==> src/rtl/brcsc_pkg.sv <==
// Shared types and constants for the binary range coder size counter.
// Used by brcsc_ctrl, brcsc_datapath and the top level; no dependencies.
package brcsc_pkg;

  localparam int unsigned CountW  = 48;
  localparam int unsigned StepW   = 3;
  localparam int unsigned ProbW   = 16;
  localparam int unsigned IntW    = 32;
  localparam int unsigned NormMax = 4;

  localparam logic [CountW-1:0] CountMax   = 48'hffff_ffff_ffff;
  localparam logic [IntW-1:0]   LowReset   = 32'h0000_0000;
  localparam logic [IntW-1:0]   HighReset  = 32'hffff_ffff;
  localparam logic [7:0]        HighFill   = 8'hff;

  typedef enum logic {
    CMD_ENCODE = 1'b0,
    CMD_FINISH = 1'b1
  } cmd_e;

  typedef struct packed {
    cmd_e             command;
    logic             bit_value;
    logic [ProbW-1:0] probability;
  } in_beat_t;

  typedef struct packed {
    logic [CountW-1:0] byte_count;
    logic [StepW-1:0]  bytes_this_step;
    logic              stream_done;
  } out_beat_t;

  // controller -> datapath
  typedef struct packed {
    logic load_item;
    logic mul;
    logic split;
    logic norm_step;
    logic load_out;
  } dp_cmd_t;

  // datapath -> controller
  typedef struct packed {
    logic top_equal;
    logic shift_full;
    logic finish;
  } dp_status_t;

endpackage

==> src/rtl/binary_range_coder_size_counter_top.sv <==
// Top level of the binary range coder size counter.
// Instantiates brcsc_ctrl and brcsc_datapath; uses brcsc_pkg.
//
// Counts the bytes a carry-less 32-bit binary arithmetic coder would emit.
// Each input beat is either an encode (bit plus 16-bit probability) or a
// finish; every beat yields exactly one result beat carrying the saturating
// 48-bit total, the bytes added by that beat and a done flag. After a finish
// the interval and count return to their reset values. One beat is in work at
// a time: an encode passes through the 16x16 split multiply, the split add,
// one byte shift per matching top byte up to four plus the check, then the
// result load; a finish skips the multiply and split. The next beat is
// accepted in the cycle after the result load. The result sits in an output
// register, so the next beat is taken while a result still waits on the
// output; that beat then holds at the result load until the waiting result
// is taken.
module binary_range_coder_size_counter_top (
  input  logic                 clk_i,
  input  logic                 rst_ni,
  input  logic                 in_valid_i,
  output logic                 in_ready_o,
  input  brcsc_pkg::in_beat_t  in_data_i,
  output logic                 out_valid_o,
  input  logic                 out_ready_i,
  output brcsc_pkg::out_beat_t out_data_o
);

  brcsc_pkg::dp_cmd_t    dp_cmd;
  brcsc_pkg::dp_status_t dp_status;

  brcsc_ctrl u_ctrl (
    .clk_i        (clk_i),
    .rst_ni       (rst_ni),
    .in_valid_i   (in_valid_i),
    .in_ready_o   (in_ready_o),
    .out_valid_o  (out_valid_o),
    .out_ready_i  (out_ready_i),
    .in_command_i (in_data_i.command),
    .cmd_o        (dp_cmd),
    .status_i     (dp_status)
  );

  brcsc_datapath u_datapath (
    .clk_i      (clk_i),
    .rst_ni     (rst_ni),
    .cmd_i      (dp_cmd),
    .status_o   (dp_status),
    .in_data_i  (in_data_i),
    .out_data_o (out_data_o)
  );

endmodule

==> src/rtl/brcsc_datapath.sv <==
// Interval registers, split multiplier, byte normalizer and saturating counter.
// Driven by brcsc_ctrl through brcsc_pkg::dp_cmd_t; uses brcsc_pkg.
module brcsc_datapath (
  input  logic                  clk_i,
  input  logic                  rst_ni,
  input  brcsc_pkg::dp_cmd_t    cmd_i,
  output brcsc_pkg::dp_status_t status_o,
  input  brcsc_pkg::in_beat_t   in_data_i,
  output brcsc_pkg::out_beat_t  out_data_o
);

  logic [brcsc_pkg::IntW-1:0]   low_q, low_d, high_q, high_d;
  logic [brcsc_pkg::CountW-1:0] total_q, total_d, sat_total;
  logic [brcsc_pkg::CountW:0]   sum;
  logic [brcsc_pkg::StepW-1:0]  shift_q, shift_d, produced;
  logic [brcsc_pkg::IntW-1:0]   range_w, split_w;
  logic [brcsc_pkg::IntW-1:0]   prod_hi_q, prod_lo_q;
  brcsc_pkg::in_beat_t          item_q;
  brcsc_pkg::out_beat_t         out_q, out_d;
  logic                         finish;

  assign finish   = (item_q.command == brcsc_pkg::CMD_FINISH);
  assign range_w  = high_q - low_q;
  assign split_w  = low_q + prod_hi_q + {16'd0, prod_lo_q[31:16]};
  assign produced = shift_q + {2'd0, finish};
  assign sum      = {1'b0, total_q} + {{(brcsc_pkg::CountW-2){1'b0}}, produced};
  assign sat_total = (sum > {1'b0, brcsc_pkg::CountMax}) ? brcsc_pkg::CountMax
                                                         : sum[brcsc_pkg::CountW-1:0];

  assign status_o.top_equal  = (low_q[31:24] == high_q[31:24]);
  assign status_o.shift_full = (shift_q == brcsc_pkg::StepW'(brcsc_pkg::NormMax));
  assign status_o.finish     = finish;

  always_comb begin
    low_d   = low_q;
    high_d  = high_q;
    total_d = total_q;
    shift_d = shift_q;
    if (cmd_i.load_item) begin
      shift_d = '0;
    end
    if (cmd_i.split) begin
      if (item_q.bit_value) begin
        high_d = split_w;
      end else begin
        low_d = split_w + 32'd1;
      end
    end
    if (cmd_i.norm_step) begin
      low_d   = {low_q[23:0], 8'd0};
      high_d  = {high_q[23:0], brcsc_pkg::HighFill};
      shift_d = shift_q + 3'd1;
    end
    if (cmd_i.load_out) begin
      total_d = sat_total;
      if (finish) begin
        low_d   = brcsc_pkg::LowReset;
        high_d  = brcsc_pkg::HighReset;
        total_d = '0;
      end
    end
  end

  always_ff @(posedge clk_i or negedge rst_ni) begin
    if (!rst_ni) begin
      low_q   <= brcsc_pkg::LowReset;
      high_q  <= brcsc_pkg::HighReset;
      total_q <= '0;
      shift_q <= '0;
    end else begin
      low_q   <= low_d;
      high_q  <= high_d;
      total_q <= total_d;
      shift_q <= shift_d;
    end
  end

  always_comb begin
    out_d.byte_count      = sat_total;
    out_d.bytes_this_step = produced;
    out_d.stream_done     = finish;
  end

  always_ff @(posedge clk_i) begin
    if (cmd_i.load_item) begin
      item_q <= in_data_i;
    end
    if (cmd_i.mul) begin
      prod_hi_q <= range_w[31:16] * item_q.probability;
      prod_lo_q <= range_w[15:0] * item_q.probability;
    end
    if (cmd_i.load_out) begin
      out_q <= out_d;
    end
  end

  assign out_data_o = out_q;

  a_shift_only_on_match: assert property (@(posedge clk_i) disable iff (!rst_ni)
    cmd_i.norm_step |-> (status_o.top_equal && !status_o.shift_full))
    else $error("byte shift issued without matching top bytes");

  a_shift_bound: assert property (@(posedge clk_i) disable iff (!rst_ni)
    shift_q <= brcsc_pkg::StepW'(brcsc_pkg::NormMax))
    else $error("normalization ran past four shifts");

  a_finish_resets: assert property (@(posedge clk_i) disable iff (!rst_ni)
    (cmd_i.load_out && finish) |=>
      (low_q == brcsc_pkg::LowReset && high_q == brcsc_pkg::HighReset && total_q == '0))
    else $error("coder not returned to reset interval after finish");

endmodule

==> src/rtl/brcsc_ctrl.sv <==
// Sequencer for the coder: accept, multiply, split, normalize, emit.
// Holds the output valid flag; commands brcsc_datapath. Uses brcsc_pkg.
module brcsc_ctrl (
  input  logic                  clk_i,
  input  logic                  rst_ni,
  input  logic                  in_valid_i,
  output logic                  in_ready_o,
  output logic                  out_valid_o,
  input  logic                  out_ready_i,
  input  brcsc_pkg::cmd_e       in_command_i,
  output brcsc_pkg::dp_cmd_t    cmd_o,
  input  brcsc_pkg::dp_status_t status_i
);

  typedef enum logic [4:0] {
    S_IDLE  = 5'b00001,
    S_MUL   = 5'b00010,
    S_SPLIT = 5'b00100,
    S_NORM  = 5'b01000,
    S_EMIT  = 5'b10000
  } state_e;

  state_e state_q, state_d;
  logic   out_valid_q, out_valid_d;
  logic   out_free;

  assign out_free    = !out_valid_q || out_ready_i;
  assign in_ready_o  = (state_q == S_IDLE);
  assign out_valid_o = out_valid_q;

  always_comb begin
    state_d     = state_q;
    cmd_o       = '0;
    out_valid_d = out_valid_q && !out_ready_i;
    unique case (state_q)
      S_IDLE: begin
        if (in_valid_i) begin
          cmd_o.load_item = 1'b1;
          state_d = (in_command_i == brcsc_pkg::CMD_FINISH) ? S_NORM : S_MUL;
        end
      end
      S_MUL: begin
        cmd_o.mul = 1'b1;
        state_d   = S_SPLIT;
      end
      S_SPLIT: begin
        cmd_o.split = 1'b1;
        state_d     = S_NORM;
      end
      S_NORM: begin
        if (status_i.top_equal && !status_i.shift_full) begin
          cmd_o.norm_step = 1'b1;
        end else begin
          state_d = S_EMIT;
        end
      end
      S_EMIT: begin
        if (out_free) begin
          cmd_o.load_out = 1'b1;
          out_valid_d    = 1'b1;
          state_d        = S_IDLE;
        end
      end
      default: state_d = S_IDLE;
    endcase
  end

  always_ff @(posedge clk_i or negedge rst_ni) begin
    if (!rst_ni) begin
      state_q     <= S_IDLE;
      out_valid_q <= 1'b0;
    end else begin
      state_q     <= state_d;
      out_valid_q <= out_valid_d;
    end
  end

  a_one_at_a_time: assert property (@(posedge clk_i) disable iff (!rst_ni)
    (in_valid_i && in_ready_o) |=> !in_ready_o)
    else $error("second beat taken while one is in flight");

  a_no_overwrite: assert property (@(posedge clk_i) disable iff (!rst_ni)
    (state_q == S_EMIT && out_valid_q && !out_ready_i) |=> (state_q == S_EMIT))
    else $error("result emitted over an untaken result");

  a_out_hold: assert property (@(posedge clk_i) disable iff (!rst_ni)
    (out_valid_o && !out_ready_i) |=> out_valid_o)
    else $error("result beat dropped before it was taken");

endmodule
==> config.mk <==
export PLATFORM = sky130hd
export DESIGN_NAME = binary_range_coder_size_counter_top
export DESIGN_NICKNAME = d
export VERILOG_FILES = /design/src/rtl/brcsc_pkg.sv /design/src/rtl/binary_range_coder_size_counter_top.sv /design/src/rtl/brcsc_datapath.sv /design/src/rtl/brcsc_ctrl.sv
export SDC_FILE = /design/constraint.sdc
export NUM_CORES = 2
export LEC_CHECK = 0
export BUFFER_PORTS_ARGS = -buffer_cell sky130_fd_sc_hd__buf_2
export CAP_MARGIN = 20
export CORE_ASPECT_RATIO = 1.4
export CORE_MARGIN = 1
export CORE_UTILIZATION = 40
export DETAILED_ROUTE_END_ITERATION = 6
export GPL_TIMING_DRIVEN = 0
export PLACE_DENSITY = 0.52
export SYNTH_ARGS = -nofsm -noshare
export SYNTH_HDL_FRONTEND = slang
export SYNTH_SLANG_ARGS = --single-unit
==> constraint.sdc <==
create_clock -name clk_i -period 9.85 [get_ports clk_i]
set_input_delay 0.4925 -clock clk_i [delete_from_list [all_inputs] [get_ports clk_i]]
set_output_delay 0.4925 -clock clk_i [all_outputs]
set_load 0.005 [all_outputs]
[Word level (Yosys, flattened, before mapping)]
Cells that the tools add are included.
Storage, ports and cells
  flip-flop bits (word level): 255
  bits in latches: 0
  RAM bits: 0
  memory bits (read-only): 0
  output and inout bits: 54
  memories: 0
Operators by class
  add/subtract/negate cells: 7
  $mul: 2
  divide/modulo/power cells: 0
  magnitude comparators: 1
  equality and inequality tests: 10
  shift-type cells: 0
  muxes and demuxes: 29
  bitwise logic cells: 0
  reduce and logical (&&, ||, !) cells: 8
Operators with widths (number)
  $mux W32: 10
  $mux W48: 2
  $mul A16 B16 Y32: 2
  $add A48 B3 Y49: 1
  $gt A49 B48 Y1 const B: 1
  $add A32 B1 Y32 const B: 1
  $add A32 B16 Y32: 1
  $add A32 B32 Y32: 1
  $sub A32 B32 Y32: 1
  $pmux W5 S5: 1
  $mux W5: 3
  $mux W1: 10
  $eq A8 B8 Y1: 1
  $mux W3: 2
  $eq A5 B1 Y1 const B: 1
  $eq A5 B2 Y1 const B: 1
  $eq A5 B3 Y1 const B: 1
  $eq A5 B4 Y1 const B: 1
  $eq A5 B5 Y1 const B: 1
  $mux W4: 1
  $ne A2 B2 Y1 const B: 2
  $add A3 B1 Y3: 1
  $add A3 B1 Y3 const B: 1
  $eq A3 B3 Y1 const B: 1
  6 further kinds: 9

[Logic depth before layout (Yosys ltp)]
  word-level depth: 8
  mapped depth: 37
  gate-level depth less buffers: 36

[Modules after synthesis]
Synthesis repeated with hierarchy kept, for this count alone.
Second synthesis, totals
  cell total of the unflattened synthesis: 3450
  area total of the unflattened synthesis: 31814.3 µm²
Modules (own cells, without submodules)
  brcsc_datapath: instances 1, cells an instance 3412, area each 31460.2 µm²
  brcsc_ctrl: instances 1, cells an instance 38, area each 354.1 µm²

[Worst setup path before layout]
OpenSTA, ideal clock, no wires.
  kind: reg2reg
  start point: register u_datapath.high_q[0] (netlist bit)
  end point: register u_datapath.prod_hi_q[31] (netlist bit) (data pin)
  arrival time: 8.245 ns
  required time: 9.590 ns
  slack: 1.345 ns
  stages on the path, launching flop included: 34
  buffers on the path: 1
  path through: dfstp_2 > inv_1 > ha_1 > inv_1 > fa_1 > a21o_1 > a21oi_1 > o21a_1 > o21ai_0 > a222oi_1 > a21oi_1 > a21o_1 > a21oi_1 > xnor2_1 > clkbuf_1 > nand2_1 > fa_1 > fa_1 > fa_1 > fa_1 > inv_1 > fa_1 > inv_1 > fa_1 > inv_1 > ha_1 > nand3_1 > or3b_2 > a31oi_1 > a221oi_1 > and3_1 > o31ai_1 > a21oi_1 > xnor2_1
On the way
  longest elaborated chain between the ends: 2
Ends and longest elaborated chain
  from (decl): RTL line brcsc_datapath.sv:12  | logic [brcsc_pkg::IntW-1:0] low_q, low_d, high_q, high_d;
  from (signal assigned): RTL line brcsc_datapath.sv:67  | high_q <= brcsc_pkg::HighReset;
  from (signal assigned): RTL line brcsc_datapath.sv:72  | high_q <= high_d;
  $sub A32 B32 Y32: RTL line brcsc_datapath.sv:23  | assign range_w = high_q - low_q;
  $mul A16 B16 Y32: RTL line brcsc_datapath.sv:89  | prod_hi_q <= range_w[31:16] * item_q.probability;
  to (signal assigned): RTL line brcsc_datapath.sv:89
  to (decl): RTL line brcsc_datapath.sv:17  | logic [brcsc_pkg::IntW-1:0] prod_hi_q, prod_lo_q;
No other way between the ends.
A chain may end at the register's enable or synchronous reset.

[Worst setup path after layout]
Same ends and word-level chain as after synthesis.

==> results.cfg <==
[status]
outcome = completed

[cts]
cts.path.max_buffers = 3
numCtsBuffers = 29
cts_tree = built
clk_pin_slew_ns = 0.07
worstSkewPairLatency_ns = 0.60
cts.sinks = 239
htreeDepth = 1
root_buffer = clkbuf_16

[flow_run]
drv_cap = 0

[placed_design]
place_congestion = 0.927
hpwl_mm = 82.4
io_buffers = 75

[sta]
slew_headroom_pct = 29.8
fin_crit_sh_pct = 95.9
setup_viol = 0
fin_skew_ns = 0.0312
timing.fmax_mhz = 106
hold_viol = 0
setup_tns_ns = 0
report.final.slew_viol_count = 0
period_needed_ns = 9.45
hold_ws_ns = 0.0606
worst_pin_slew_ns = 1.04

[critical_path]
crit_path_max_fanout = 10
crit_type = flip-flop to flip-flop
slowest_stage = fa_1
slowest_delay_ns = 0.60
worstPathArrival_ns = 9.76
critPathCaptureType = flip-flop
cpMostUsedCell = fa_1
critPathLaunchType = flip-flop
critPathRequiredTime_ns = 10.16

[synth]
synth_top_family_by_area = adder cells
syn_inst = 3444
synth_compound_area_share_pct = 11.2
yosysTopAreaCellShare_pct = 25.8
ys.flop_type = edfxtp_1
ys_warn_count = 0
synth.most_common_cell = inv_1
synth_edf_count = 118
yosys.area_share.xor_xnor_pct = 4.25
synth-seq-cells = 239
synthMuxAreaShare_pct = 0.195
synth.distinct_cells = 90
synthesis.nets = 4161
syn_avg_cell_area_um2 = 9.15
synthSimpleGateAreaFrac_pct = 17.7
synthTopCellsByArea = fa_1 (26%), ha_1 (11%), edfxtp_1 (11%)
seq_area_frac_synth_pct = 21.0
synthArstFlopShare_pct = 50.6
syn_area_mm2 = 0.0315
synthAdderAreaFrac_pct = 37.3
yosysTopAreaCell = fa_1
synth_commonest_cells = inv_1 (511), nand2_1 (507), fa_1 (406)

[route]
via_per_inst = 5.33
drc = 0
drtIter0Drc = 1281
wl_met1_mm = 37.4
drt_wl_total_mm = 98.6
drtPass1Iterations = 7
met2_length_mm = 51.8
routed.top_layer = met5
drtAntennaViolNets = 0
dr_total_vias = 24700
route.met3.wl_mm = 3.49
wire_per_inst_um = 21.3

[global_routing]
grt_pass1_wl_mm = 152
grt_overflow = 0
antenna_found_initial = 2
grt_pass1_vias = 26000
track_usage_pct = 25.2
grt_max_degree = 66

[layout]
multi_input_area_mm2 = 0.0225
area_growth_pct = 9.84
antenna_cells = 0
fillCellCount = 7835
nets = 4281
drive_gt1_share_pct = 7.64
ff_latch_area_mm2 = 0.00661

[floorplan]
initial_utilization_pct = 40.5
die_w_um = 239
core_area_mm2 = 0.0778
ios = 76
die_area_mm2 = 0.0799
num_rows = 121
die_y_um = 334

[min_path]
min-delay-path-class = input port to flip-flop
layout make-up:
class                      instances  area share [%]
clock inverter                    11           0.275
buffer                           162            2.05
inverter                         511            5.54
sequential                       239            19.1
timing repair buffer              94            1.73
multi-input combinational       2527            65.1
tap                             1045            3.78
clock buffer                      42            2.42
cells in the final DEF, fill, tap and decap left out, types with 36 or more instances in the layout:
cell	instances
a21o_1	54
a21oi_1	141
a31oi_1	38
and2_1	206
and3_1	41
buf_2	81
clkbuf_1	139
dfrtp_1	88
edfxtp_1	118
fa_1	406
ha_1	289
inv_1	511
nand2_1	507
nand3_1	64
nor2_1	127
nor3_1	36
o21ai_0	84
xnor2_1	97
xor2_1	43
layer usage:
layer,vias up,GRT usage [%]
met3,266,1.79
met4,2,13.7
li1,11500,-
met2,663,47.3
met5,-,0
met1,12300,28.0
metrics by stage:
step | utilization, % | setup WS, ns | std cells | cell area (µm²)
global placement | 42.6 | -1.74 | 4564 | 33200
floorplan | - | 1.35 | 3444 | 31500
global route | 44.5 | -0.0378 | 4631 | 34600
finish | 44.5 | 0.405 | 4631 | 34600
detailed placement | 42.9 | -1.16 | 4579 | 33400
CTS | 44.3 | 0.0254 | 4631 | 34400
worst paths after layout:
check | from | slack, ns | cells past startpoint | end
setup / recovery | u_datapath.high_q[0]$_DFF_PN1_ | 0.40 | 33 | u_datapath.prod_hi_q[31]$_DFFE_PP_
min in group asynchronous | rst_ni | 0.48 | 2 | u_datapath.low_q[29]$_DFF_PN0_
setup reg to reg | u_datapath.high_q[0]$_DFF_PN1_ | 0.40 | 33 | u_datapath.prod_hi_q[31]$_DFFE_PP_
hold / removal | in_data_i[0] | 0.06 | 1 | u_datapath.item_q[0]$_DFFE_PP_
max in group asynchronous | rst_ni | 8.59 | 3 | u_datapath.high_q[12]$_DFF_PN1_
hold reg to reg | u_datapath.high_q[31]$_DFF_PN1_ | 0.51 | 2 | u_datapath.high_q[31]$_DFF_PN1_
critical path: cells and delay by family (launching register included):
| kind | cells | cell delay (ns) |
|---|---|---|
| AO/OA/AOI/OAI | 12 | 2.78 |
| buffers and inverters | 6 | 0.58 |
| AND/OR/NAND/NOR | 4 | 1.02 |
| XOR/XNOR | 2 | 0.36 |
| flip-flops | 1 | 0.39 |
| adder cells (fa/ha/maj) | 9 | 4.04 |
sequential cells by signal, summed over array words and instances, names as in the netlist:
name and cells:
u_datapath.out_data_o 52, u_datapath.low_q 32, u_datapath.total_q 48, u_ctrl.out_valid_o 1, u_datapath.high_q 32, u_datapath.finish 1
u_datapath.item_q 17, u_datapath.shift_q 3, u_datapath.prod_hi_q 32, u_ctrl.state_q 5, u_datapath.prod_lo_q 16
kinds of logic after synthesis:
family,Yosys count
flip-flops,239
AO/OA/AOI/OAI,534
adder cells (fa/ha/maj),695
buffers and inverters,678
XOR/XNOR,153
multiplexers,6
AND/OR/NAND/NOR,1139
repair_timing:
item / CTS / global route
cloned: 0 / 0
resized for setup: 26 / 42
endpoints found under the hold margin: 49 / 0
pin swaps: 0 / 3
hold buffers: 1 / 0
setup endpoints to repair: 28 / 17
buffers inserted: 0 / 3
Power is left out: the tool's default activity adds up to more than one toggle a clock period on the data nets, which glitch-free logic cannot reach.
